--- src/design/rled_pkg.sv ---
// ----------------------------------------------------------------------------
// rled_pkg: shared types and constants of the bitmap RLE4/RLE8 run decoder
// Holds the field widths, the input kinds, the escape and register codes,
// the record and palette request structs and the RGB565 packing function.
// ----------------------------------------------------------------------------
package rled_pkg;

  localparam int CFG_W  = 13;  // width and height registers
  localparam int BYTE_W = 8;
  localparam int RGB_W  = 24;
  localparam int POS_W  = 12;  // row and column fields of a record
  localparam int LEN_W  = 8;
  localparam int IN_DATA_W  = 40;  // stream_byte, palette_index, palette_rgb
  localparam int OUT_DATA_W = 80;  // row, start_column, run_length, colors
  localparam int CFG_IDX_W  = 2;

  // Input kinds carried in tuser
  localparam logic [1:0] MODE_PAL   = 2'd0;
  localparam logic [1:0] MODE_BYTE  = 2'd1;
  localparam logic [1:0] MODE_FRAME = 2'd2;

  // Escape codes after a zero command byte
  localparam logic [BYTE_W-1:0] ESC_EOL   = 8'd0;
  localparam logic [BYTE_W-1:0] ESC_EOF   = 8'd1;
  localparam logic [BYTE_W-1:0] ESC_DELTA = 8'd2;

  // Configuration register indexes
  localparam logic [CFG_IDX_W-1:0] CFG_WIDTH  = 2'd0;
  localparam logic [CFG_IDX_W-1:0] CFG_HEIGHT = 2'd1;
  localparam logic [CFG_IDX_W-1:0] CFG_FOUR   = 2'd2;
  localparam logic [CFG_IDX_W-1:0] CFG_PACK   = 2'd3;

  // One run record on its way to the output
  typedef struct packed {
    logic [POS_W-1:0] row;
    logic [POS_W-1:0] col;
    logic [LEN_W-1:0] len;
    logic             eoi;    // end of bitmap record
    logic             black;  // force both colors to zero
  } rled_rec_t;

  typedef struct packed {
    logic              en;
    logic [BYTE_W-1:0] idx;
    logic [RGB_W-1:0]  rgb;
  } rled_wr_t;

  typedef struct packed {
    logic              en;
    logic [BYTE_W-1:0] idx_even;
    logic [BYTE_W-1:0] idx_odd;
  } rled_rd_t;

  function automatic logic [RGB_W-1:0] rled_fmt(input logic [RGB_W-1:0] c,
                                               input logic pack);
    logic [RGB_W-1:0] res;
    if (pack) begin
      res = {8'd0, c[23:19], c[15:10], c[7:3]};
    end else begin
      res = c;
    end
    return res;
  endfunction

endpackage

--- src/design/rled_out.sv ---
// ----------------------------------------------------------------------------
// rled_out: record stage and output register
// Holds a record beside its palette read data, applies the color format and
// moves it into the output register when that register is free.
// ----------------------------------------------------------------------------
module rled_out (
  input  logic                               clk,
  input  logic                               rst_n,
  input  logic                               load,
  input  rled_pkg::rled_rec_t                rec,
  input  logic [rled_pkg::RGB_W-1:0]         color_even,
  input  logic [rled_pkg::RGB_W-1:0]         color_odd,
  input  logic                               pack_565,
  output logic                               ready,
  output logic                               out_tvalid,
  input  logic                               out_tready,
  output logic [rled_pkg::OUT_DATA_W-1:0]    out_tdata,
  output logic                               out_tlast
);
  import rled_pkg::*;

  rled_rec_t               s1_rec_r;
  logic                    s1_vld_r, s1_vld_nxt;
  logic                    s1_adv;
  logic                    out_vld_r, out_vld_nxt;
  logic [OUT_DATA_W-1:0]   data_r, data_nxt;
  logic                    last_r;
  logic [RGB_W-1:0]        ce, co;

  always_comb begin
    s1_adv      = s1_vld_r && (!out_vld_r || out_tready);
    ready       = !s1_vld_r || s1_adv;
    s1_vld_nxt  = load ? 1'b1 : (s1_adv ? 1'b0 : s1_vld_r);
    out_vld_nxt = s1_adv ? 1'b1 : (out_tready ? 1'b0 : out_vld_r);
    ce          = s1_rec_r.black ? '0 : rled_fmt(color_even, pack_565);
    co          = s1_rec_r.black ? '0 : rled_fmt(color_odd, pack_565);
    data_nxt    = {co, ce, s1_rec_r.len, s1_rec_r.col, s1_rec_r.row};
  end

  always_ff @(posedge clk) begin
    if (!rst_n) begin
      s1_vld_r  <= 1'b0;
      out_vld_r <= 1'b0;
    end else begin
      s1_vld_r  <= s1_vld_nxt;
      out_vld_r <= out_vld_nxt;
    end
  end

  always_ff @(posedge clk) begin
    if (load) begin
      s1_rec_r <= rec;
    end
    if (s1_adv) begin
      data_r <= data_nxt;
      last_r <= s1_rec_r.eoi;
    end
  end

  assign out_tvalid = out_vld_r;
  assign out_tdata  = data_r;
  assign out_tlast  = last_r;

endmodule

--- config.mk ---
export PLATFORM = sky130hd
export DESIGN_NAME = rled_out
export DESIGN_NICKNAME = d
export VERILOG_FILES = /design/src/design/rled_pkg.sv /design/src/design/rled_out.sv
export SDC_FILE = /design/constraint.sdc
export NUM_CORES = 1
export LEC_CHECK = 0
export ABC_CLOCK_PERIOD_IN_PS = 8450
export BUFFER_PORTS_ARGS = -buffer_cell sky130_fd_sc_hd__buf_2
export CAP_MARGIN = 20
export CORE_MARGIN = 5
export CORE_UTILIZATION = 29
export CTS_CLUSTER_SIZE = 25
export DETAILED_ROUTE_END_ITERATION = 8
export PLACE_DENSITY_LB_ADDON = 0.1
export SLEW_MARGIN = 20
export SYNTH_ARGS = -nofsm -noshare
export SYNTH_HDL_FRONTEND = slang
export SYNTH_SLANG_ARGS = --single-unit
--- constraint.sdc ---
create_clock -name clk -period 8.45 [get_ports clk]
set_input_delay 0.845 -clock clk [delete_from_list [all_inputs] [get_ports clk]]
set_output_delay 0.845 -clock clk [all_outputs]
set_load 0.01 [all_outputs]
# Word level (Yosys, flattened, before mapping)
# Index checks and enable logic that the tools add are counted.
word_totals:
  regBits: 117
  inputBits: 87
  wordCells: 25
classes:
  mux: 6
  n_reduce_logical: 8
op_table:
  columns: ["op", "n"]
  rows:
  - ["$mux W16", 2]
  - ["$mux W1", 4]
  - ["$reduce_bool A2 Y1", 2]
  - ["$logic_not A1 Y1", 2]
  - ["$logic_or A1 B1 Y1", 2]
  - ["$reduce_or A2 Y1", 1]
  - ["$logic_and A1 B1 Y1", 1]

# Longest topological paths before layout
# Gate-level depths: netlist of run 1.
depth:
  word_depth: 5
  ltp_mapped: 4
  depth_no_buf: 2

# Least setup slack after synthesis of run 1
# OpenSTA, ideal clock, no wires.
synth_path:
  path_kind: "input to register"
  startpoint: "input port out_tready"
  endpoint: "register data_r[0], in the netlist out_tdata[0], enable pin"
  arrival_ns: 4.518
  required_time_ns: 7.919
  path_slack_ns: 3.401
  cell_stages: 2
  path_buffers: 0
  path_cell_list: "nor2b_1 -> nor2b_1"
synth_via:
  elab_chain_len: 2
synth_rtl:
  columns: ["item", "line_no", "rtl"]
  rows:
  - ["start, declared", "rled_out.sv:16", "input logic out_tready,"]
  - ["$logic_or A1 B1 Y1", "rled_out.sv:31", "s1_adv = s1_vld_r && (!out_vld_r || out_tready);"]
  - ["$logic_and A1 B1 Y1", "rled_out.sv:31", null]
  - ["end signal, assigned", "rled_out.sv:55", "data_r <= data_nxt;"]
  - ["end, declared", "rled_out.sv:26", "logic [OUT_DATA_W-1:0] data_r, data_nxt;"]
# Every way passes these cells.
# A chain may end at the register's enable or synchronous reset.

# Worst setup path in the final report of run 1
layout_path:
  startpoint: "input port out_tready"
  endpoint: "output port ready"
layout_via:
  elab_chain_len: 3
layout_rtl:
  columns: ["item", "line_no", "rtl"]
  rows:
  - ["$logic_or A1 B1 Y1", "rled_out.sv:31", null]
  - ["$logic_and A1 B1 Y1", "rled_out.sv:31", null]
  - ["$logic_or A1 B1 Y1", "rled_out.sv:32", "ready = !s1_vld_r || s1_adv;"]
  - ["end, declared", "rled_out.sv:14", "output logic ready,"]
# Every way passes these cells.

==> results list, run 1 <==
* Status: completed
- The critical path in this run is classified as input port to primary output.
- Buffers inserted by post-CTS timing repair: 0
- Setup repair after global routing missed its margin: no
* Worst Reg2Reg Path Length in Cells: 3
- Path class of the lowest-slack min-delay path: flip-flop to flip-flop
- The floorplan step defined a die boundary enclosing 17000 µm².
- Clk_skew: 0.00568 ns
- Syn Nets: 300
- After detailed routing, the number of vias per cell comes to 4.13.
- The final layout contains 482 nets.
- Share of Yosys cell area claimed by the top area cell type: 82.3%
- Wires add up to between 9 and 10 mm.
* CP max FO: 4
* HPWL after detailed placement: 6.21 mm
- Dividing total power by cell area gives a power density of 267 nW/µm².
- DRC violation total after the first TritonRoute iteration: 104
- Setup violations remaining at the end of the flow were counted as 0.
- TritonCTS created 17 clock buffers.
* Most common library cell in the layout ignoring fill and taps: sky130_fd_sc_hd__buf_2
- First-pass GRT wire length: 13.4 mm
* Cells taking the most area after synthesis: sky130_fd_sc_hd__edfxtp_1, sky130_fd_sc_hd__mux2i_1, sky130_fd_sc_hd__nor2_1, sky130_fd_sc_hd__and2_1, sky130_fd_sc_hd__buf_12
- Switch Pwr: between 0.3 and 0.4 mW
- Worst Setup SP: out_tready
- The clock net in this run drives a total of 117 sinks.
- In this run, post-CTS hold repair placed 0 buffers.
- Across the run, the number of max-cap violations was 0.
- Global routing finished with a remaining overflow of 0.
- Number of H-tree branching levels: 4
- The core region is 14400 µm².
- The internal power of the cells totals 1.24 mW.
- Port buffering added 169 buffers.
- Once detail routing completed, the nets flagged for antenna violations numbered 0.
* Achievable frequency: around 430 MHz
* Post-synthesis average cell area: 19.7 µm²
- Reg-to-reg critical path endpoint: out_tdata[75]
- Register area share after synthesis: between 80 and 90%
- During synthesis, Yosys emitted a total of 0 warnings.
- Commonest non-fill, non-tap cells in the layout: sky130_fd_sc_hd__buf_2, sky130_fd_sc_hd__edfxtp_1, sky130_fd_sc_hd__mux2i_1, sky130_fd_sc_hd__nor2_1
- For the pin with the worst max-slew slack, the measured transition is ~1.1 ns.
* Worst IR drop on VDD: 0.000137 V
- Worst max-slew margin expressed relative to the limit: 29.6%
* Number of iterations in the first detailed-routing pass: 6
- The via count of the first global-routing pass was 2564.
- After clock tree synthesis, the repair step resized 0 gates.
- Cells fill roughly two fifths of the core in the end.
- Seq. cell area: 3490 µm²
* Synth unique cells: 13
* Cell type with the largest total area after synthesis: sky130_fd_sc_hd__edfxtp_1
- Summing over every cut layer, the via total after detailed routing is 2444.
- Post-synthesis instance area: 4200 µm²
* Min Clock Period, post-route: 2.32 ns
- DR DRC count: 0
- The cell sitting at the root of the clock tree is a sky130_fd_sc_hd__clkbuf_16.
- STA classifies the critical path startpoint as an input port.
- FILL cells: 1386
- CTS tree: yes
* Total negative slack: 0 ns
- Hold Fails Final Rpt: 0
- The number of antenna violations at the first check in global routing came to 0.
- Data on the critical path arrives at its endpoint at roughly 1.5 ns.
- Kind of end point of the critical path: primary output
- Worst R2R Setup Slack: between 6 and 7 ns
- Clock group share of total power: 49.4%
- Worst setup endpoint: ready
- Number of standard-cell rows in the floorplan: 44
* Number of register bits inferred by synthesis: 117
- The cell count after synthesis came out at around 210.
* CP required: 7.61 ns
- Switching share of power: between 20 and 25%
- Final Cycle Share: 27.4%
* Startpoint of the lowest-slack register-to-register path: out_tvalid
* Top-level I/O count: 170
- The multi-input combinational cells in the finished layout cover a total of 607 µm².
* Die height: 130 µm
* Number of buffers between clock root and the deepest sink: 2
- Leakage power figure: 2.44 nW
- Part of the total power dissipated in sequential elements: 44.4%
* Layout-stage area growth over the synthesis result: 39.1%
* Latest clock arrival within the worst-skew pair: 0.41 ns
- The final number of max-transition violations was 0.
- Clock-pin slew on the worst setup and hold paths: about 0.050 ns
* Global Route Usage Sum: 10.9%
* Largest net degree at the start of global routing: 82
- Final estimated routing congestion in global placement: 0.690
- Share of layout cells above drive strength 1: 50.2%
- Per report_power, the combinational group accounts for approximately 6.2% of the total.
- Dividing the detail-routed wire length by the instance count gives 15.5 µm.
* Starting Density: between 20% and 30%
- Number of diodes: 0
- In this run the horizontal extent of the chip is around 130 µm.
-- kinds of logic after synthesis --
group	after synthesis	share of synthesized area, %
compound gates	2	0.388
flops	117	83.3
buf+inv	9	2.45
mux	32	7.64
simple gates	53	6.26
-- stage by stage --
| step | worst slack [ns] | cells | instance area [µm²] | total power [mW] | hold WS (ns) |
|---|---|---|---|---|---|
| after floorplan | 3.40 | 213 | 4200 | 0.750 | 0.400 |
| after detailed placement | 6.07 | 560 | 5200 | 0.802 | 0.405 |
| final | 6.13 | 592 | 5840 | 1.56 | 0.415 |
| after CTS | 6.12 | 592 | 5840 | 1.58 | 0.415 |
| after global placement | 6.09 | 560 | 5200 | 0.800 | 0.400 |
| after global routing | 6.09 | 592 | 5840 | 1.61 | 0.414 |
-- critical path, stage by stage --
cell and delay [ns]:
sky130_fd_sc_hd__buf_2 0.09, sky130_fd_sc_hd__nor2b_1 0.30, sky130_fd_sc_hd__nand2_1 0.09, sky130_fd_sc_hd__buf_2 0.14
-- cells in the mapped netlist (all sizes together) --
master  instances
nor2           33
a22o            1
edfxtp        115
dfxtp           2
nand2           1
nor2b           2
mux2i          32
o21a            1
and2           17
buf             9
-- worst min path at each step --
stage	from	end	slack, ns	cells after the start
2_1_floorplan	data_nxt[0]	out_tdata[0]	0.40	0
3_3_place_gp	data_nxt[1]	out_tdata[1]	0.40	0
3_5_place_dp	data_nxt[10]	out_tdata[10]	0.41	0
4_1_cts	data_nxt[2]	out_tdata[2]	0.41	0
5_1_grt	data_nxt[16]	out_tdata[16]	0.41	0
6_report	data_nxt[2]	out_tdata[2]	0.42	0
-- power groups by stage --
stage | registers (mW) | clock network [mW] | logic [mW]
after floorplan | 0.714 | 0 | 0.0359
after global placement | 0.702 | 0 | 0.0984
after detailed placement | 0.703 | 0 | 0.0987
after CTS | 0.692 | 0.790 | 0.0990
after global routing | 0.694 | 0.814 | 0.106
final | 0.691 | 0.769 | 0.0958
-- state kept, by name, summed over array words and instances, names as in the netlist --
signal      count
out_tdata      80
data_nxt       32
s1_rec_r        2
out_tlast       1
out_tvalid      1
s1_vld_r        1
-- cell type report --
cell class	instances	area share [%]
clock buffers	17	7.29
repair buffers	172	14.9
flip-flops and latches	117	59.9
clock inverters	15	3.62
well taps	184	3.95
multi-input cells	87	10.4
-- layer usage --
metal	track usage, %	part of all wire [%]	up-vias
met5	0	0	-
li1	-	-	1167
met4	6.05	2.0	0
met3	5.73	13	19
met1	12.9	42	1123
met2	15.8	43	135
(Power assumes the default switching activity.)
==> run 2, diff against run 1 <==
--- a/config.mk
+++ b/config.mk
@@ -5,7 +5,7 @@
 export SDC_FILE = /design/constraint.sdc
 export NUM_CORES = 1
 export LEC_CHECK = 0
-export ABC_CLOCK_PERIOD_IN_PS = 8450
+export ABC_CLOCK_PERIOD_IN_PS = 2050
 export BUFFER_PORTS_ARGS = -buffer_cell sky130_fd_sc_hd__buf_2
 export CAP_MARGIN = 20
 export CORE_MARGIN = 5
==> constraint.sdc (replaced) <==
create_clock -name clk -period 2.05 [get_ports clk]
set_input_delay 0.205 -clock clk [delete_from_list [all_inputs] [get_ports clk]]
set_output_delay 0.205 -clock clk [all_outputs]
set_load 0.01 [all_outputs]
==> results list, run 2 (synthesis gave the netlist of run 1 again) <==
- The run finished with clean final reports.
* Peak per-stage delay on the critical path: 0.37 ns (+0.07 ns)
- After layout, the minimum clock period comes to 1.34 ns.
* CTS resizes: 0 (unchanged)
- Total Nets Final: 517 (+7.3%)
* Post-Layout Cell Count: 627 (+5.9%)
- The total global routing overflow came to 0 (unchanged).
- The total routing usage reported by global routing was 11.3% (+0.44 points).
- Slew at the pin closest to its max-slew limit: 0.819 ns (-0.237 ns)
- Pwr per Cell Area: 1030 nW/µm² (+290%)
- Cell chain of the critical path: nor2b_4 > nor2b_4 > buf_12
- STA classifies the critical path startpoint as a flip-flop.
- The endpoint arrival time on the critical path is 1.39 ns (-0.08 ns).
- Routed via count: 2521 (+3.2%)
- The number of ports placed on the die boundary came to 170 (unchanged).
* Slowest cell on the critical path: sky130_fd_sc_hd__buf_12
- Leaving out fill and tap cells, the most frequent cell in the layout is sky130_fd_sc_hd__buf_2.
* Latest clock arrival within the worst-skew pair: 0.40 ns (about the same)
- Cells after DPL: 561 (+0.18%)
* Slew Limit Fails: 0 (unchanged)
- Final Routed Wirelength: 9.31 mm (+1.3%)
- The worst clock skew was 0.00558 ns (-0.000103 ns).
- Layout-stage area growth over the synthesis result: 47.7%
- CP max FO: 81 (+77)
- Number of antenna violations at the first check in global routing: 0 (unchanged)
* Antenna viol nets, final: 0 (unchanged)
- The max-capacitance violation count was 0 (unchanged).
* Commonest non-fill, non-tap cells in the layout: sky130_fd_sc_hd__buf_2, sky130_fd_sc_hd__edfxtp_1, sky130_fd_sc_hd__dlygate4sd3_1, sky130_fd_sc_hd__mux2i_1, sky130_fd_sc_hd__nor2_1
- The number of hold violations in the final report came to 0 (unchanged).
- The core outline area was 14400 µm² (unchanged).
- Largest net degree at the start of global routing: 82 (unchanged)
- Achievable frequency: 745 MHz
* Final estimated routing congestion in global placement: 0.664 (-3.8%)
* Flip-flop count of the largest register, all copies and words added: 80 (unchanged)
- Final setup fails: 0 (unchanged)
- Critical path class: flip-flop to flip-flop
- The relative slew slack was 45.4% (+16 points).
- The antenna diode count was 0 (unchanged).
- HPWL after detailed placement: 6.14 mm (-1.2%)
- DR DRC count: 0 (unchanged)
- The number of buffer cells added on primary ports is 169 (unchanged).
- The worst hold path belongs to the class input port to flip-flop.
- The die outline width is 130 µm (unchanged).
- The accumulated negative setup slack was 0 ns (unchanged).
- The chip height was 130 µm (unchanged).
* CP required: 2.10 ns (-5.51 ns)
* Leakage power figure: 2.58 nW (+5.9%)
* Kind of end point of the critical path: flip-flop
- CTS Root Buffer Type: sky130_fd_sc_hd__clkbuf_16
- Clock-pin slew on the worst setup and hold paths: 0.05 ns (about the same)
- After layout, the worst path uses 65.5% of the clock period.
* Cell occurring most often along the worst timing path: sky130_fd_sc_hd__nor2b_4
* FILL cells: 1342 (-3.2%)
- Share of layout cells above drive strength 1: 45.4% (-4.9 points)
- The met3 track demand over resource in global routing was 4.91% (-0.82 points).
- Routed WL per cell: 14.9 µm (-4.3%)
- Total power consumption of the routed design: 6.39 mW (+310%)
* Vias in the first global route: 2628 (+2.5%)
* Number of buffers between clock root and the deepest sink: 2 (unchanged)
- Routing layer with the top usage in global route: met2
- Number of iterations in the first detailed-routing pass: 4 (-2)
* Starting Density: 29.2% (unchanged)
* Number of buffers and inverters on the critical path: 1 (-1)
* CTS Sinks: 117 (unchanged)
- The die outline area came to 17000 µm² (unchanged).
- Setup repair after global routing missed its margin: no
- Cell family with the largest share of critical-path delay: buffers and inverters
- TritonCTS built the clock tree.
- Number of H-tree branching levels: 4 (unchanged)
* GR met2 Demand/Resource: 16.9% (+1.0 points)
* Worst IR drop on VDD: 0.000484 V (+250%)
- The initial DRC count is 78 (-25%).
- The clock buffer count from CTS came to 17 (unchanged).
* Via density per instance: 4.02 (-2.6%)
- The first-pass GRT wire length was 14.0 mm (+4.4%).
* Number of standard-cell rows in the floorplan: 44 (unchanged)
* Global-route met1 utilization: 14.0% (+1.1 points)
[run 2: changes by cell type in the layout (fill, tap and decap cells not counted)]
cell,change
sky130_fd_sc_hd__clkinv_1,+6
sky130_fd_sc_hd__clkinv_4,-2
sky130_fd_sc_hd__dfxtp_2,+1
sky130_fd_sc_hd__dlygate4sd3_1,+34
sky130_fd_sc_hd__clkinv_2,-4
sky130_fd_sc_hd__nor2b_1,-1
sky130_fd_sc_hd__clkbuf_1,+1
sky130_fd_sc_hd__buf_12,+2
sky130_fd_sc_hd__buf_4,-1
sky130_fd_sc_hd__dfxtp_1,-1
sky130_fd_sc_hd__clkinvlp_4,-1
sky130_fd_sc_hd__nor2b_4,+1
[run 2: worst paths after layout]
path,cells past startpoint,slack (ns),end,from
worst max register to register,3,0.71,out_tdata[77],out_tvalid
worst max-delay path,3,0.71,out_tdata[77],out_tvalid
worst min-delay path,2,0.04,out_tvalid,rst_n
worst min register to register,0,0.41,out_tdata[2],data_nxt[2]
[run 2: per-stage QoR]
step                      setup slack, ns  hold WS [ns]  util [%]  instance area (µm²)
after floorplan                   -0.0326         0.304         -                 4210
after global placement              0.718         0.382      36.5                 5240
after detailed placement            0.716         0.383      36.5                 5240
after CTS                           0.693       0.00374      43.1                 6200
after global routing                0.650        0.0282      43.1                 6200
final                               0.708        0.0378      43.1                 6200
[run 2: timing repair]
item / 4_1_cts / 5_1_grt
buffers inserted: 0 / 0
hold endpoints to repair: 34 / 0
hold buffers: 34 / 0
[run 2: layout make-up]
cell class / instances / area, µm² / share of cell area (%)
sequential: 117 / 3490 / 56.4
timing repair buffer: 207 / 1240 / 20.0
tap: 184 / 230 / 3.71
multi-input combinational: 87 / 614 / 9.91
clock inverter: 14 / 189 / 3.05
clock buffer: 18 / 429 / 6.92
[run 2: where the power goes]
group          total (mW)  internal, mW  switching, mW
combinational       0.455         0.218          0.237
sequential           2.85          2.81         0.0370
clock                3.09          2.12          0.972
[run 2: layer usage]
layer  part of all wire, %  wire length, µm  vias up
met1                    42             3890     1140
met3                    12             1110       18
met5                     0                0        -
met4                   1.7              160        0
met2                    45             4150      125
li1                      -                -     1238
[run 2: worst reg2reg max path: cells and delay by family (launching register included)]
family | cells | cell delay [ns]
buf+inv | 1 | 0.37
simple gates | 2 | 0.25
flops | 1 | 0.31
