--- src/design/rled_pkg.sv ---
// ----------------------------------------------------------------------------
// rled_pkg: shared types and constants of the bitmap RLE4/RLE8 run decoder
// Holds the field widths, the input kinds, the escape and register codes,
// the record and palette request structs and the RGB565 packing function.
// ----------------------------------------------------------------------------
package rled_pkg;

  localparam int CFG_W  = 13;  // width and height registers
  localparam int BYTE_W = 8;
  localparam int RGB_W  = 24;
  localparam int POS_W  = 12;  // row and column fields of a record
  localparam int LEN_W  = 8;
  localparam int IN_DATA_W  = 40;  // stream_byte, palette_index, palette_rgb
  localparam int OUT_DATA_W = 80;  // row, start_column, run_length, colors
  localparam int CFG_IDX_W  = 2;

  // Input kinds carried in tuser
  localparam logic [1:0] MODE_PAL   = 2'd0;
  localparam logic [1:0] MODE_BYTE  = 2'd1;
  localparam logic [1:0] MODE_FRAME = 2'd2;

  // Escape codes after a zero command byte
  localparam logic [BYTE_W-1:0] ESC_EOL   = 8'd0;
  localparam logic [BYTE_W-1:0] ESC_EOF   = 8'd1;
  localparam logic [BYTE_W-1:0] ESC_DELTA = 8'd2;

  // Configuration register indexes
  localparam logic [CFG_IDX_W-1:0] CFG_WIDTH  = 2'd0;
  localparam logic [CFG_IDX_W-1:0] CFG_HEIGHT = 2'd1;
  localparam logic [CFG_IDX_W-1:0] CFG_FOUR   = 2'd2;
  localparam logic [CFG_IDX_W-1:0] CFG_PACK   = 2'd3;

  // One run record on its way to the output
  typedef struct packed {
    logic [POS_W-1:0] row;
    logic [POS_W-1:0] col;
    logic [LEN_W-1:0] len;
    logic             eoi;    // end of bitmap record
    logic             black;  // force both colors to zero
  } rled_rec_t;

  typedef struct packed {
    logic              en;
    logic [BYTE_W-1:0] idx;
    logic [RGB_W-1:0]  rgb;
  } rled_wr_t;

  typedef struct packed {
    logic              en;
    logic [BYTE_W-1:0] idx_even;
    logic [BYTE_W-1:0] idx_odd;
  } rled_rd_t;

  function automatic logic [RGB_W-1:0] rled_fmt(input logic [RGB_W-1:0] c,
                                               input logic pack);
    logic [RGB_W-1:0] res;
    if (pack) begin
      res = {8'd0, c[23:19], c[15:10], c[7:3]};
    end else begin
      res = c;
    end
    return res;
  endfunction

endpackage

--- src/design/rled_parser.sv ---
// ----------------------------------------------------------------------------
// rled_parser: stream parser and pen state
// Walks the RLE command bytes one per transfer, moves the pen and forms one
// run record plus palette read indexes for each byte that draws pixels.
// ----------------------------------------------------------------------------
module rled_parser #(
  parameter int MAX_DIM = 4096
) (
  input  logic                           clk,
  input  logic                           rst_n,
  input  logic                           accept,
  input  logic [1:0]                     mode,
  input  logic [rled_pkg::BYTE_W-1:0]    sbyte,
  input  logic [rled_pkg::CFG_W-1:0]     cfg_width,
  input  logic [rled_pkg::CFG_W-1:0]     cfg_height,
  input  logic                           cfg_four,
  output logic                           emit,
  output rled_pkg::rled_rec_t            rec,
  output rled_pkg::rled_rd_t             rd
);
  import rled_pkg::*;

  typedef enum logic [2:0] {
    PH_CMD, PH_RUNVAL, PH_ESC, PH_DX, PH_DY, PH_ABS, PH_PAD
  } phase_t;

  localparam int CfgMax  = (1 << CFG_W) - 1;
  localparam int MaxClip = (MAX_DIM > CfgMax) ? CfgMax : MAX_DIM;
  localparam logic [CFG_W-1:0] MAX_C = CFG_W'(MaxClip);

  phase_t              phase_r, phase_nxt;
  logic [CFG_W-1:0]    col_r, col_nxt;
  logic [CFG_W-1:0]    row_r, row_nxt;
  logic [BYTE_W-1:0]   pend_r, pend_nxt;
  logic                pad_r, pad_nxt;
  logic                fin_r, fin_nxt;

  logic [CFG_W-1:0]    eff_w;
  logic [CFG_W-1:0]    eff_h;
  logic [CFG_W-1:0]    room;
  logic [CFG_W:0]      dx_sum;
  logic                col_ok;
  logic [BYTE_W-1:0]   n_req;
  logic [BYTE_W-1:0]   n_clip;
  logic [BYTE_W-1:0]   pend_dec;

  always_comb begin
    eff_w  = (cfg_width > MAX_C) ? MAX_C : cfg_width;
    eff_h  = (cfg_height > MAX_C) ? MAX_C : cfg_height;
    col_ok = col_r < eff_w;
    room   = eff_w - col_r;
    if (phase_r == PH_ABS && cfg_four && pend_r >= 8'd2) begin
      n_req = 8'd2;
    end else if (phase_r == PH_ABS) begin
      n_req = 8'd1;
    end else begin
      n_req = pend_r;
    end
    n_clip   = ({5'd0, n_req} > room) ? room[BYTE_W-1:0] : n_req;
    pend_dec = pend_r - n_req;
    dx_sum   = {1'b0, col_r} + {6'd0, sbyte};

    phase_nxt = phase_r;
    col_nxt   = col_r;
    row_nxt   = row_r;
    pend_nxt  = pend_r;
    pad_nxt   = pad_r;
    fin_nxt   = fin_r;
    emit      = 1'b0;
    rec.row   = row_r[POS_W-1:0];
    rec.col   = col_r[POS_W-1:0];
    rec.len   = n_clip;
    rec.eoi   = 1'b0;
    rec.black = 1'b0;

    rd.en       = 1'b0;
    rd.idx_even = cfg_four ? {4'd0, sbyte[7:4]} : sbyte;
    rd.idx_odd  = cfg_four ? {4'd0, sbyte[3:0]} : sbyte;

    if (mode == MODE_FRAME) begin
      row_nxt   = (eff_h == '0) ? '0 : eff_h - 1'b1;
      col_nxt   = '0;
      phase_nxt = PH_CMD;
      pend_nxt  = '0;
      pad_nxt   = 1'b0;
      fin_nxt   = 1'b0;
    end else if (mode == MODE_BYTE && !fin_r) begin
      case (phase_r)
        PH_CMD: begin
          if (sbyte != '0) begin
            pend_nxt  = sbyte;
            phase_nxt = PH_RUNVAL;
          end else begin
            phase_nxt = PH_ESC;
          end
        end
        PH_RUNVAL: begin
          phase_nxt = PH_CMD;
          if (col_ok) begin
            emit    = 1'b1;
            col_nxt = col_r + {5'd0, n_clip};
          end
        end
        PH_ESC: begin
          if (sbyte == ESC_EOF || (sbyte == ESC_EOL && row_r == '0)) begin
            emit      = 1'b1;
            rec.len   = '0;
            rec.eoi   = 1'b1;
            rec.black = 1'b1;
            fin_nxt   = 1'b1;
            phase_nxt = PH_CMD;
          end else if (sbyte == ESC_EOL) begin
            row_nxt   = row_r - 1'b1;
            col_nxt   = '0;
            phase_nxt = PH_CMD;
          end else if (sbyte == ESC_DELTA) begin
            phase_nxt = PH_DX;
          end else begin
            pend_nxt  = sbyte;
            pad_nxt   = 1'b0;
            phase_nxt = PH_ABS;
          end
        end
        PH_DX: begin
          col_nxt   = (dx_sum > {1'b0, eff_w}) ? eff_w : dx_sum[CFG_W-1:0];
          phase_nxt = PH_DY;
        end
        PH_DY: begin
          if ({5'd0, sbyte} > row_r) begin
            emit      = 1'b1;
            rec.len   = '0;
            rec.eoi   = 1'b1;
            rec.black = 1'b1;
            fin_nxt   = 1'b1;
          end else begin
            row_nxt = row_r - {5'd0, sbyte};
          end
          phase_nxt = PH_CMD;
        end
        PH_ABS: begin
          pend_nxt = pend_dec;
          pad_nxt  = ~pad_r;
          if (col_ok) begin
            emit    = 1'b1;
            col_nxt = col_r + {5'd0, n_clip};
          end
          if (pend_dec == '0) begin
            phase_nxt = pad_r ? PH_CMD : PH_PAD;
          end
        end
        PH_PAD: begin
          pad_nxt   = 1'b0;
          phase_nxt = PH_CMD;
        end
        default: begin
          phase_nxt = PH_CMD;
        end
      endcase
    end
    rd.en = accept && emit && !rec.black;
  end

  always_ff @(posedge clk) begin
    if (!rst_n) begin
      phase_r <= PH_CMD;
      col_r   <= '0;
      row_r   <= '0;
      pend_r  <= '0;
      pad_r   <= 1'b0;
      fin_r   <= 1'b1;
    end else if (accept) begin
      phase_r <= phase_nxt;
      col_r   <= col_nxt;
      row_r   <= row_nxt;
      pend_r  <= pend_nxt;
      pad_r   <= pad_nxt;
      fin_r   <= fin_nxt;
    end
  end

  a_fin_idle: assert property (@(posedge clk) disable iff (!rst_n)
    fin_r |-> phase_r == PH_CMD)
    else $error("finished decoder left in mid-command");

  a_abs_count: assert property (@(posedge clk) disable iff (!rst_n)
    phase_r == PH_ABS |-> pend_r != '0)
    else $error("absolute mode entered with no bytes pending");

endmodule

--- config.mk ---
export PLATFORM = sky130hd
export DESIGN_NAME = rled_parser
export DESIGN_NICKNAME = d
export VERILOG_FILES = /design/src/design/rled_pkg.sv /design/src/design/rled_parser.sv
export SDC_FILE = /design/constraint.sdc
export NUM_CORES = 1
export LEC_CHECK = 0
export BUFFER_PORTS_ARGS = -buffer_cell sky130_fd_sc_hd__buf_2
export CAP_MARGIN = 25
export CORE_AREA = 5 5 81 140
export CTS_BUF_LIST = sky130_fd_sc_hd__clkbuf_16
export CTS_CLUSTER_SIZE = 14
export DETAILED_ROUTE_END_ITERATION = 12
export DIE_AREA = 0 0 86 145
export PLACE_DENSITY = 0.87
export SLEW_MARGIN = 20
export SYNTH_ARGS = -nofsm -noshare
export SYNTH_HDL_FRONTEND = slang
export SYNTH_SLANG_ARGS = --single-unit
--- constraint.sdc ---
create_clock -name clk -period 19.14 [get_ports clk]
set_input_delay 1.914 -clock clk [delete_from_list [all_inputs] [get_ports clk]]
set_output_delay 1.914 -clock clk [all_outputs]
set_load 0.05 [all_outputs]
==> Word-level counts from Yosys, hierarchy flattened <==
Index checks and enable logic that the tools add are counted.
{ "word_totals": {"out_inout_bits": 52, "inputBits": 40, "elab_cells": 127, "register_bits": 39} }
{ "classes": {"n_bitwise": 1, "n_reduce_logical": 27, "eq_ne": 20, "n_lt_le_gt_ge": 7, "addsub": 7, "muxes": 59} }
{ "op_table": {"columns": ["op", "n"], "rows": [
  ["13-bit 2-to-1 mux", 14],
  ["8-bit 2-to-1 mux", 11],
  ["10-bit 2-to-1 mux", 4],
  ["13-bit case mux with 3 select lines", 1],
  ["13-bit > comparator (second input constant)", 2],
  ["8-bit by 13-bit > comparator with 1-bit output", 2],
  ["13-bit logical NOT", 2],
  ["13-bit case mux with 2 select lines", 1],
  ["13-bit by 1-bit subtractor with 13-bit output (second input constant)", 2],
  ["3-bit != test (second input constant)", 8],
  ["8-bit case mux with 3 select lines", 1],
  ["3-bit 2-to-1 mux", 7],
  ["10-bit case mux with 2 select lines", 1],
  ["6-bit AND reduction", 3],
  ["8-bit logical NOT", 2],
  ["13-bit by 8-bit adder with 14-bit output", 1],
  ["14-bit by 13-bit > comparator with 1-bit output", 1],
  ["1-bit 2-to-1 mux", 14],
  ["13-bit by 8-bit adder with 13-bit output", 1],
  ["13-bit less-than comparator", 1],
  ["13-bit subtractor", 1],
  ["13-bit by 8-bit subtractor with 13-bit output", 1],
  ["3-bit case mux with 4 select lines", 1],
  ["4-bit nonzero test", 3],
  ["other kinds (25)", 36]
]} }

==> Logic depth before layout (Yosys ltp) <==
Gate-level depths: netlist (run 1).
{ "logic_depth": {"ltp_word": 12, "mapped_depth": 31, "mapped_depth_nobuf": 29} }

==> Worst setup path after synthesis (run 1) <==
OpenSTA, ideal clock, no wires.
{ "synth_path": {"path_type": "input-to-output", "start": "input cfg_width[12] in the netlist's numbering", "end": "output rec[3] in the netlist's numbering", "slack_ns": 10.850, "stages": 20, "path_buffers": 3, "required_time_ns": 17.226, "t_arrival_ns": 6.376, "path_cell_list": "buf_4 -> clkbuf_1 -> nor2b_1 -> xnor2_1 -> ha_1 -> nand2b_1 -> a21oi_1 -> o21bai_1 -> a21oi_1 -> maj3_1 -> xnor2_1 -> ha_1 -> nand4_1 -> o22ai_1 -> a311oi_1 -> o21ai_0 -> a211o_1 -> nor4b_4 -> buf_6 -> mux2i_1"} }
{ "synth_rtl": {"columns": ["element", "line", "rtl"], "rows": [
  ["from (decl)", "rled_parser.sv:14", "input logic [rled_pkg::CFG_W-1:0] cfg_width,"],
  ["to (decl)", "rled_parser.sv:18", "output rled_pkg::rled_rec_t rec,"]
]} }

==> metrics.md, run 1 <==
| Metric | Value |
|---|---|
| CTS Hold Bufs | 0 |
| Simple-gate share of the synthesized area | 24.2% |
| Number of global-route vias before repair | 6,851 |
| Slew Limit Headroom | 44.1% |
| Hold Crit Class | flip-flop to flip-flop |
| Vias | 7,012 |
| Clock skew | 0.00322 ns |
| Critical path fanouts, max | 20 |
| Rows | 49 |
| Area of the multi-input gates | 4970 um2 |
| CTS clk-pin slew, worst paths | 0.06 ns |
| Worst-Skew Late Latency | 0.29 ns |
| CP Launch Point | cfg_width[12] |
| Final setup violation count | 0 |
| IO Port Bufs | 91 |
| Post-CTS sizing | 0 |
| Synth area leaders | ha_1 (12%), dfxtp_1 (12%), a21oi_1 (5.7%), o21ai_0 (4.9%), nand2_1 (4.7%) |
| Largest net degree at the start of global routing | 24 |
| ANT nets after route | 0 |
| Critical Path Sink Type | output pin |
| Lkg Pwr | ~3 nW |
| Ys async rst share | 0% |
| Clock buffer count from CTS | 5 |
| Syn_area_per_cell | 7.06 um2 |
| First-pass GRT wire length | 32.2 mm |
| Crit path DAT | roughly 6.7 ns |
| Peak supply drop | 0.0335 mV |
| Post-synth top area share | between 10% and 20% |
| Max Slew Vio Count | 0 |
| Status | finished clean |
| Top Family by Delay on Critical Path | buffers and inverters |
| Die area | around 12,000 um2 |
| Post-synthesis mux area share | 4.18% |
| Cell Area, Synth | between 6000 and 7000 um2 |
| Finished Core Util | 67.2% |
| CTS Buffer Depth | 2 |
| Min Tclk post-route | ~8.6 ns |
| Post-synth EDFFs | 0 |
| Remaining Overflow, GRT | 0 |
| Final Cycle Share | 45.1% |
| Syn Inst Count | 903 |
| Per-cell routed wire length | 19.0 um |
| Final Hold Vio Count | 0 |
| DRT iter0 DRCs | 443 |
| Buffers & Inverters on Critical Path | 5 |
| Yosys warns | 0 |
| IO Pins | a little over 90 |
| TNS Setup | 0 ns |
| Reg2reg setup slack | 12.29 ns |
| Total Wirelength | 20.3 mm |
| RSZ-0062 raised after global routing | false |
| Slowest Stage Delay on Critical Path | 0.54 ns |
| Area grow syn2layout | 6.63% |
| Slew at the pin closest to its max-slew limit | 0.837 ns |
| DRC | 0 |
| Synth Flop Type | dfxtp_1 |
| Combinational family with the most area after synthesis | compound AO/OA/AOI/OAI gates |
| Via density | 6.55 |
| Required time of the critical path | about 17 ns |
| Layout cells sized above 1 | about an eighth |
| Critical path type | input port to output pin |
| Die height | 145 um |
| Drt first pass iters | 5 |
| Initial Util | 63.0% |
| Compound-gate portion of the synthesized area | 29.3% |
| RD Place Congestion | 0.973 |
| FILL cells | 910 |
| Clock root buffer | clkbuf_16 |
| Clk sink count | 39 |
| Adder-cell share of the synthesized area | 14.2% |
| Max Fclk | roughly 120 MHz |
| Seq/Total Area, Yosys | about 12% |
| Initial antenna violation count | 0 |
| # H-tree levels | 2 |
| Syn nets | just over 1,000 |
| Post-CTS Setup Repair Bufs | 0 |
| PD cells | 43.4 nW/um2 |
| Worst-path cell chain | buf_2, clkinv_1, nand2_1, inv_1, ha_1, o31ai_1, o21bai_1, a21oi_1, maj3_1, xnor2_1, ha_1, nand4_1, o22ai_1, a311oi_1, o21ai_0, a211o_1, nor4b_4, buf_6, mux2i_1, buf_2 |
| Max-cap violations | 0 |
| Diode count | 0 |
| Width of the die | 86 um |
| Core region area | 10,100 um2 |
| Fin nets | between 1,000 and 1,500 |
| Cell accounting for the most synthesized area | ha_1 |
| Worst reg2reg path startpoint | col_r[1] |
| Dpl hpwl | about 16 mm |
| CTS tree | done |
| Yosys reg bits | 39 |
| Unique masters post-synth | 75 |
| CP max stage cell | nor4b_4 |
| GRT Total Usage | 32.0% |
| Setup crit start kind | input port |
| Post-Synth XOR/XNOR Area | 6.05% |
| Worst min-delay path startpoint | row_r[12] |
| Register area | around 780 um2 |
[worst paths after layout]
check / endpoint / cells after the start
min: row_r[12] / 2
min reg2reg: row_r[12] / 2
max: rec[2] / 20
max reg2reg: col_r[8] / 26
[placed cells by master, fill, tap and decap left out, drive strengths merged, types with 18 or more instances in the layout]
cell type,instances
a21oi,73
buf,98
dfxtp,39
ha,63
inv,64
mux2i,21
nand2,79
nand3,18
nor2,75
nor2b,40
nor3,34
o21ai,65
xnor2,31
[state kept, by name (all words and copies together) (netlist names)]
register and flops:
pend_r 8, col_r 13, fin_r 1, pad_r 1
row_r 13, phase_r 3
[power by group]
part	internal, mW	switching, mW
registers	0.0833	0.00322
clock network	0.0472	0.0345
logic	0.0465	0.0805
[per-layer routing]
| metal | track usage [%] | part of all wire, % | wire length [um] | vias up |
|---|---|---|---|---|
| met4 | 28.1 | 9.6 | 1950 | 0 |
| met3 | 6.47 | 7.5 | 1530 | 126 |
| met2 | 57.2 | 51 | 10300 | 391 |
| met1 | 29.4 | 32 | 6530 | 3173 |
| met5 | 0 | 0 | 0 | - |
| li1 | - | - | - | 3322 |
[kinds of logic after synthesis]
kind of cell | Yosys count
multiplexers | 26
flip-flops | 39
AND/OR/NAND/NOR | 310
AO/OA/AOI/OAI | 284
XOR/XNOR | 44
adder cells (fa/ha/maj) | 71
buffers and inverters | 129
[layout make-up]
cell class / count / area share, %
multi-input combinational: 735 / 73.2
sequential: 39 / 11.5
timing repair buffer: 98 / 7.49
inverter: 63 / 3.48
tap: 127 / 2.34
clock buffer: 5 / 1.84
clock inverter: 3 / 0.184
[tightest hold or removal path: cells and delay by family, from the launching register on]
family / cells / cell delay (ns)
compound gates: 2 / 0.15
flops: 1 / 0.32
[synth_stat cells (all sizes together), types with 4 or more instances]
library cell  number
o31ai              6
fa                 4
nand3             18
ha                63
nor3              34
xor2              13
nor4              11
dfxtp             39
a211oi            10
o211ai            12
o21a              15
xnor2             31
clkbuf            26
inv               62
a21boi            11
mux2               5
mux2i             21
a21oi             73
o22ai              7
nor2              75
nand4             10
maj3               4
nor4b              4
or3                7
o21ai             65
nand2b            13
a22oi             12
nor2b             40
a21o              15
nand2             79
and2               5
buf               40
a31oi              9
o21bai             9
[through the flow]
stage	instance area [um2]	instances	total power, mW	worst slack, ns	hold WS, ns
final	6800	1070	0.295	10.51	0.518
after detailed placement	6640	1060	0.212	10.23	0.496
after CTS	6780	1068	0.291	10.23	0.504
after floorplan	6370	903	0.183	10.85	0.456
after global placement	6640	1060	0.209	10.52	0.475
after global routing	6800	1070	0.310	10.17	0.556
(Power assumes the default switching activity.)
==> run 2, diff against run 1 <==
CORE_AREA = 5 5 89 152   (was 5 5 81 140)
DIE_AREA = 0 0 94 157   (was 0 0 86 145)
PLACE_DENSITY = 0.77   (was 0.87)
clock period = 7.77 ns   (was 19.14 ns; I/O delays follow)
==> metrics.md, run 2 (synthesis gave the netlist of run 1 again) <==
| Metric | Value |
|---|---|
| Status | finished clean (unchanged) |
| Critical Path Sink Type | flip-flop (was output pin) |
| Rows | 53 (was 49) |
| Via density | 6.17 (was 6.55) |
| Slew Limit Headroom | 31.4% (was 44.1%) |
| TNS Setup | 0 ns (unchanged) |
| Biggest regs | col_r: 13 flops, row_r: 13 flops, pend_r: 8 flops (unchanged) |
| IO Pins | 92 (unchanged) |
| Final Hold Vio Count | 0 (unchanged) |
| Worst setup margin | 1.12 ns (was 10.51 ns) |
| Slew at the pin closest to its max-slew limit | 1.03 ns (was 0.837 ns) |
| Buffers & Inverters on Critical Path | 4 (was 5) |
| Max Fclk | 150 MHz |
| Peak supply drop | 0.0945 mV (was 0.0335 mV) |
| Reg2reg setup slack | 1.56 ns (was 12.29 ns) |
| Register area | 781 um2 (unchanged) |
| Critical path fanouts, max | 20 (unchanged) |
| Pre-CTS setup slack | 0.958 ns (was 10.23 ns) |
| CTS clk-pin slew, worst paths | 0.06 ns (about the same) |
| Worst reg2reg path startpoint | col_r[1] (unchanged) |
| Final setup violation count | 0 (unchanged) |
| Slowest Stage Delay on Critical Path | 0.39 ns (was 0.54 ns) |
| First-pass GRT wire length | 32.4 mm (was 32.2 mm) |
| Lkg Pwr | 3.07 nW (about the same) |
| Final Instance Area | 6830 um2 (was 6800 um2) |
| Core region area | 12,100 um2 (was 10,100 um2) |
| CTS tree | done (unchanged) |
| RD Place Congestion | 0.989 (was 0.973) |
| Die area | 14,800 um2 (was 12,500 um2) |
| DRC | 0 (unchanged) |
| PD cells | 106 nW/um2 (was 43.4 nW/um2) |
| Final Cycle Share | 85.6% |
| R2R cell count | 26 (unchanged) |
| Clock buffer count from CTS | 5 (unchanged) |
| Crit path DAT | 6.86 ns (was 6.72 ns) |
| Layout cells sized above 1 | 13.1% (was 13.3%) |
| Final Power | 0.725 mW (was 0.295 mW) |
| RSZ-0062 raised after global routing | false (unchanged) |
| Post-CTS sizing | 0 (unchanged) |
| Clock skew | 0.00782 ns (was 0.00322 ns) |
| FILL cells | 1,248 (was 910) |
| ANT nets after route | 0 (unchanged) |
| Diode count | 0 (unchanged) |
| RR Endpoint | col_r[8] (unchanged) |
| Worst min-delay path startpoint | fin_r (was row_r[12]) |
| Most common cell after layout, fill and taps aside | buf_2 (unchanged) |
| Remaining Overflow, GRT | 0 (unchanged) |
| CTS Hold Bufs | 0 (unchanged) |
| CP max stage cell | a31oi_1 (was nor4b_4) |
| Hold path endpoint | fin_r (was row_r[12]) |
| Hold Path Depth | 2 (unchanged) |
| IO Port Bufs | 91 (unchanged) |
| Worst-Skew Late Latency | 0.29 ns (about the same) |
| Die height | 157 um (was 145 um) |
| Number of global-route vias before repair | 6,769 (was 6,851) |
| # H-tree levels | 2 (unchanged) |
| Setup crit start kind | input port (unchanged) |
| Vias | 6,835 (was 7,012) |
| Initial antenna violation count | 0 (unchanged) |
| Initial Util | 52.8% (was 63.0%) |
| Total Wirelength | 20.5 mm (was 20.3 mm) |
| Clock root buffer | clkbuf_16 (unchanged) |
| Max-cap violations | 0 (unchanged) |
| GRT Total Usage | 27.6% (was 32.0%) |
| Per-cell routed wire length | 18.5 um (was 19.0 um) |
| DRT iter0 DRCs | 393 (was 443) |
| Post-CTS Setup Repair Bufs | 0 (unchanged) |
| Fin nets | 1,048 (was 1,049) |
| Critical path type | input port to flip-flop (was input port to output pin) |
| Min Tclk post-route | approximately 6.6 ns |
| Most frequent cells in the layout | buf_2 (91), nand2_1 (79), nor2_1 (75) (was buf_2 (92), nand2_1 (79), nor2_1 (75)) |
| Drt first pass iters | 8 (was 5) |
| Top Family by Delay on Critical Path | compound AO/OA/AOI/OAI gates (was buffers and inverters) |
| Area of the multi-input gates | 4970 um2 (about the same) |
| Required time of the critical path | 7.98 ns (was 17.23 ns) |
| CTS Buffer Depth | 2 (unchanged) |
| Hold Crit Class | flip-flop to flip-flop (unchanged) |
| Width of the die | 94 um (was 86 um) |
| Dpl hpwl | 16.9 mm (was 16.2 mm) |
| Clk sink count | 39 (unchanged) |
| Max Slew Vio Count | 0 (unchanged) |
| DP Area | 6690 um2 (was 6640 um2) |
| Area grow syn2layout | 7.11% (was 6.63%) |
| Largest net degree at the start of global routing | 24 (unchanged) |
-- run 2: tightest hold or removal path: cells and delay by family, from the launching register on --
family	cells	cell delay [ns]
AO/OA/AOI/OAI	2	0.15
flip-flops	1	0.32
-- run 2: stage by stage --
step           cells  hold WS, ns  utilization, %
6_report        1107        0.523            56.6
5_1_grt         1107        0.563            56.6
4_1_cts         1106        0.524            56.5
3_5_place_dp    1098        0.505            55.4
3_3_place_gp    1098        0.477            55.4
2_1_floorplan    903        0.456               -
-- run 2: worst max path at each step --
stage,startpoint,endpoint,slack (ns),depth (start not counted)
6_report,cfg_width[12],col_r[8],1.12,28
5_1_grt,cfg_width[12],col_r[8],0.72,28
4_1_cts,cfg_width[12],col_r[8],1.21,28
3_5_place_dp,cfg_width[12],col_r[8],0.96,28
3_3_place_gp,cfg_width[12],col_r[8],1.13,28
2_1_floorplan,cfg_width[12],col_r[12],1.46,29
-- run 2: cell type report --
class	count	area share, %
clock inverter	3	0.183
tap	165	3.02
clock buffer	5	1.83
sequential	39	11.4
timing repair buffer	97	7.29
multi-input combinational	735	72.8
inverter	63	3.46
-- run 2: routing by layer --
layer	up-vias	track usage (%)	share of wire, %
li1	3329	-	-
met1	3160	26.6	35
met2	253	51.4	52
met3	93	3.35	4.5
met4	0	22.0	8.4
met5	-	0	0
-- run 2: power breakdown --
group	switching (mW)	internal, mW
combinational	0.197	0.114
sequential	0.00813	0.205
clock	0.0842	0.116
==> run 3, diff against run 2 <==
BUFFER_PORTS_ARGS = default   (was -buffer_cell sky130_fd_sc_hd__buf_2)
CORE_AREA = 5 5 84 145   (was 5 5 89 152)
DIE_AREA = 0 0 89 150   (was 0 0 94 157)
DONT_BUFFER_PORTS = 1   (was default)
==> metrics.md, run 3 (synthesis gave the netlist of run 1 again) <==
| Metric | Value |
|---|---|
| Status | finished clean (unchanged) |
| GR Layer Usage met1 | 29.3% (was 26.6%) |
| Slowest Stage Delay on Critical Path | 0.67 ns (was 0.39 ns) |
| GRT Total Usage | 32.0% (was 27.6%) |
| CP max stage cell | nor4b_4 (was a31oi_1) |
| Vias | 6,588 (was 6,835) |
| Post-CTS Setup Repair Bufs | 0 (unchanged) |
| Drt first pass iters | 7 (was 8) |
| GR Layer Usage met3 | 8.10% (was 3.35%) |
| Slew at the pin closest to its max-slew limit | 1.10 ns (was 1.03 ns) |
| FILL cells | 1,052 (was 1,248) |
| Worst min-delay path startpoint | row_r[12] (was fin_r) |
| Grt met2 use | 56.8% (was 51.4%) |
| IO Port Bufs | 0 (was 91) |
| DRT iter0 DRCs | 363 (was 393) |
| Core region area | 10,900 um2 (was 12,100 um2) |
| Post-CTS sizing | 0 (unchanged) |
| Layout cells sized above 1 | 5.92% (was 13.1%) |
| Clock root buffer | clkbuf_16 (unchanged) |
| Worst setup margin | 1.28 ns (was 1.12 ns) |
| Hold Crit Class | flip-flop to flip-flop (unchanged) |
| Fin nets | 968 (was 1,048) |
| Critical path fanouts, max | 20 (unchanged) |
| Die height | 150 um (was 157 um) |
| ANT nets after route | 0 (unchanged) |
| Peak supply drop | 0.119 mV (was 0.0945 mV) |
| Max Fclk | 154 MHz (was 150 MHz) |
| Initial antenna violation count | 0 (unchanged) |
| Reg2reg setup slack | 1.56 ns (about the same) |
| Buffers & Inverters on Critical Path | 2 (was 4) |
| Biggest regs | col_r: 13 flops, row_r: 13 flops, pend_r: 8 flops (unchanged) |
| Most frequent CP cell | ha_1 |
| RD Place Congestion | 1.03 (was 0.989) |
| CTS tree | done (unchanged) |
| DRC | 0 (unchanged) |
| Required time of the critical path | 7.99 ns (was 7.98 ns) |
| Lkg Pwr | 2.71 nW (was 3.07 nW) |
| Hold Path Depth | 2 (unchanged) |
| Width of the die | 89 um (was 94 um) |
| RSZ-0062 raised after global routing | false (unchanged) |
| Worst-Skew Late Latency | 0.30 ns (was 0.29 ns) |
| R2R cell count | 21 (was 26) |
| Critical path type | input port to flip-flop (unchanged) |
| Critical Path Sink Type | flip-flop (unchanged) |
| Area grow syn2layout | 1.53% (was 7.11%) |
| Most common cell after layout, fill and taps aside | nand2_1 (was buf_2) |
| First-pass GRT wire length | 32.9 mm (was 32.4 mm) |
| Most frequent cells in the layout | nand2_1 (79), a21oi_1 (73), nor2_1 (70) (was buf_2 (91), nand2_1 (79), nor2_1 (75)) |
| Clock skew | 0.0103 ns (was 0.00782 ns) |
| IO Pins | 92 (unchanged) |
| Clk sink count | 39 (unchanged) |
| CTS Hold Bufs | 0 (unchanged) |
| Per-cell routed wire length | 20.9 um (was 18.5 um) |
| CTS Buffer Depth | 2 (unchanged) |
| Via density | 6.63 (was 6.17) |
| GRT busiest layer | met2 (unchanged) |
| Pre-CTS setup slack | 1.04 ns (was 0.958 ns) |
| Min Tclk post-route | 6.49 ns (was 6.65 ns) |
| Initial Util | 58.4% (was 52.8%) |
| TNS Setup | 0 ns (unchanged) |
| Largest net degree at the start of global routing | 24 (unchanged) |
| Final setup violation count | 0 (unchanged) |
| Clock buffer count from CTS | 5 (unchanged) |
| Crit path DAT | 6.71 ns (was 6.86 ns) |
| RR Endpoint | col_r[8] (unchanged) |
| Hold path endpoint | row_r[12] (was fin_r) |
| Stages on worst setup path | 28 (unchanged) |
| Final Hold Vio Count | 0 (unchanged) |
| Worst reg2reg path startpoint | phase_r[0] (was col_r[1]) |
| Rows | 51 (was 53) |
| Max Slew Vio Count | 0 (unchanged) |
| Die area | 13,400 um2 (was 14,800 um2) |
| Top Family by Delay on Critical Path | compound AO/OA/AOI/OAI gates (unchanged) |
| Register area | 781 um2 (unchanged) |
| Dpl hpwl | 16.8 mm (was 16.9 mm) |
| Setup crit start kind | input port (unchanged) |
| Diode count | 0 (unchanged) |
| CTS clk-pin slew, worst paths | 0.06 ns (about the same) |
| Max-cap violations | 0 (unchanged) |
| Area of the multi-input gates | 4990 um2 (was 4970 um2) |
| Slew Limit Headroom | 26.7% (was 31.4%) |
| PD cells | 113 nW/um2 (was 106 nW/um2) |
| # H-tree levels | 2 (unchanged) |
| Number of global-route vias before repair | 6,480 (was 6,769) |
| Final Cycle Share | 83.6% (was 85.6%) |
| Remaining Overflow, GRT | 0 (unchanged) |
| Total Wirelength | 20.8 mm (was 20.5 mm) |
run 3: changes by cell type in the layout (fill, tap and decap cells not counted), moves of 2 or more:
cell,change
o21ai_0,-4
o21ai_1,+4
nor2_1,-5
inv_1,-2
buf_4,+11
buf_2,-91
nor2_2,+5
run 3: worst max path at each step:
stage | from | endpoint | slack (ns)
3_5_place_dp | cfg_width[12] | col_r[8] | 1.04
4_1_cts | cfg_width[12] | col_r[8] | 1.32
5_1_grt | cfg_width[12] | col_r[8] | 0.81
6_report | cfg_width[12] | col_r[8] | 1.28
3_3_place_gp | cfg_width[12] | col_r[8] | 1.21
2_1_floorplan | cfg_width[12] | col_r[12] | 1.46
run 3: worst register-to-register path, delay by kind of cell, from the launching register on:
kind | cells | cell delay [ns]
AOI/OAI and AO/OA | 12 | 2.23
adders and majority gates | 2 | 0.62
DFF | 1 | 0.58
muxes | 1 | 0.40
and+or+nand+nor | 6 | 2.31
run 3: layout make-up:
cell class                 instances  area share, %
clock inverter                     3          0.599
clock buffer                       5           1.93
multi-input combinational        735           77.1
inverter                          63           3.65
sequential                        39           12.1
timing repair buffer              17           2.09
tap                              132           2.55
run 3: per-stage QoR:
step                      instances  util, %  power (mW)  instance area, um2  hold WS [ns]
final                           994     59.3       0.728                6470         0.500
after CTS                       994     59.3       0.728                6470         0.503
after detailed placement        986     57.8       0.489                6300         0.493
after global placement          985     57.6       0.485                6290         0.475
after floorplan                 903        -       0.450                6370         0.456
after global routing            994     59.3       0.763                6470         0.536
run 3: per-layer routing:
metal	share of wire [%]	vias up
met3	7.5	105
met4	9.0	0
met1	31	3016
met2	52	307
li1	-	3160
met5	0	-
run 3: report_power, final:
part	internal, mW	switching, mW
Combinational	0.104	0.161
Clock	0.150	0.0893
Sequential	0.205	0.0197
Total	0.459	0.270
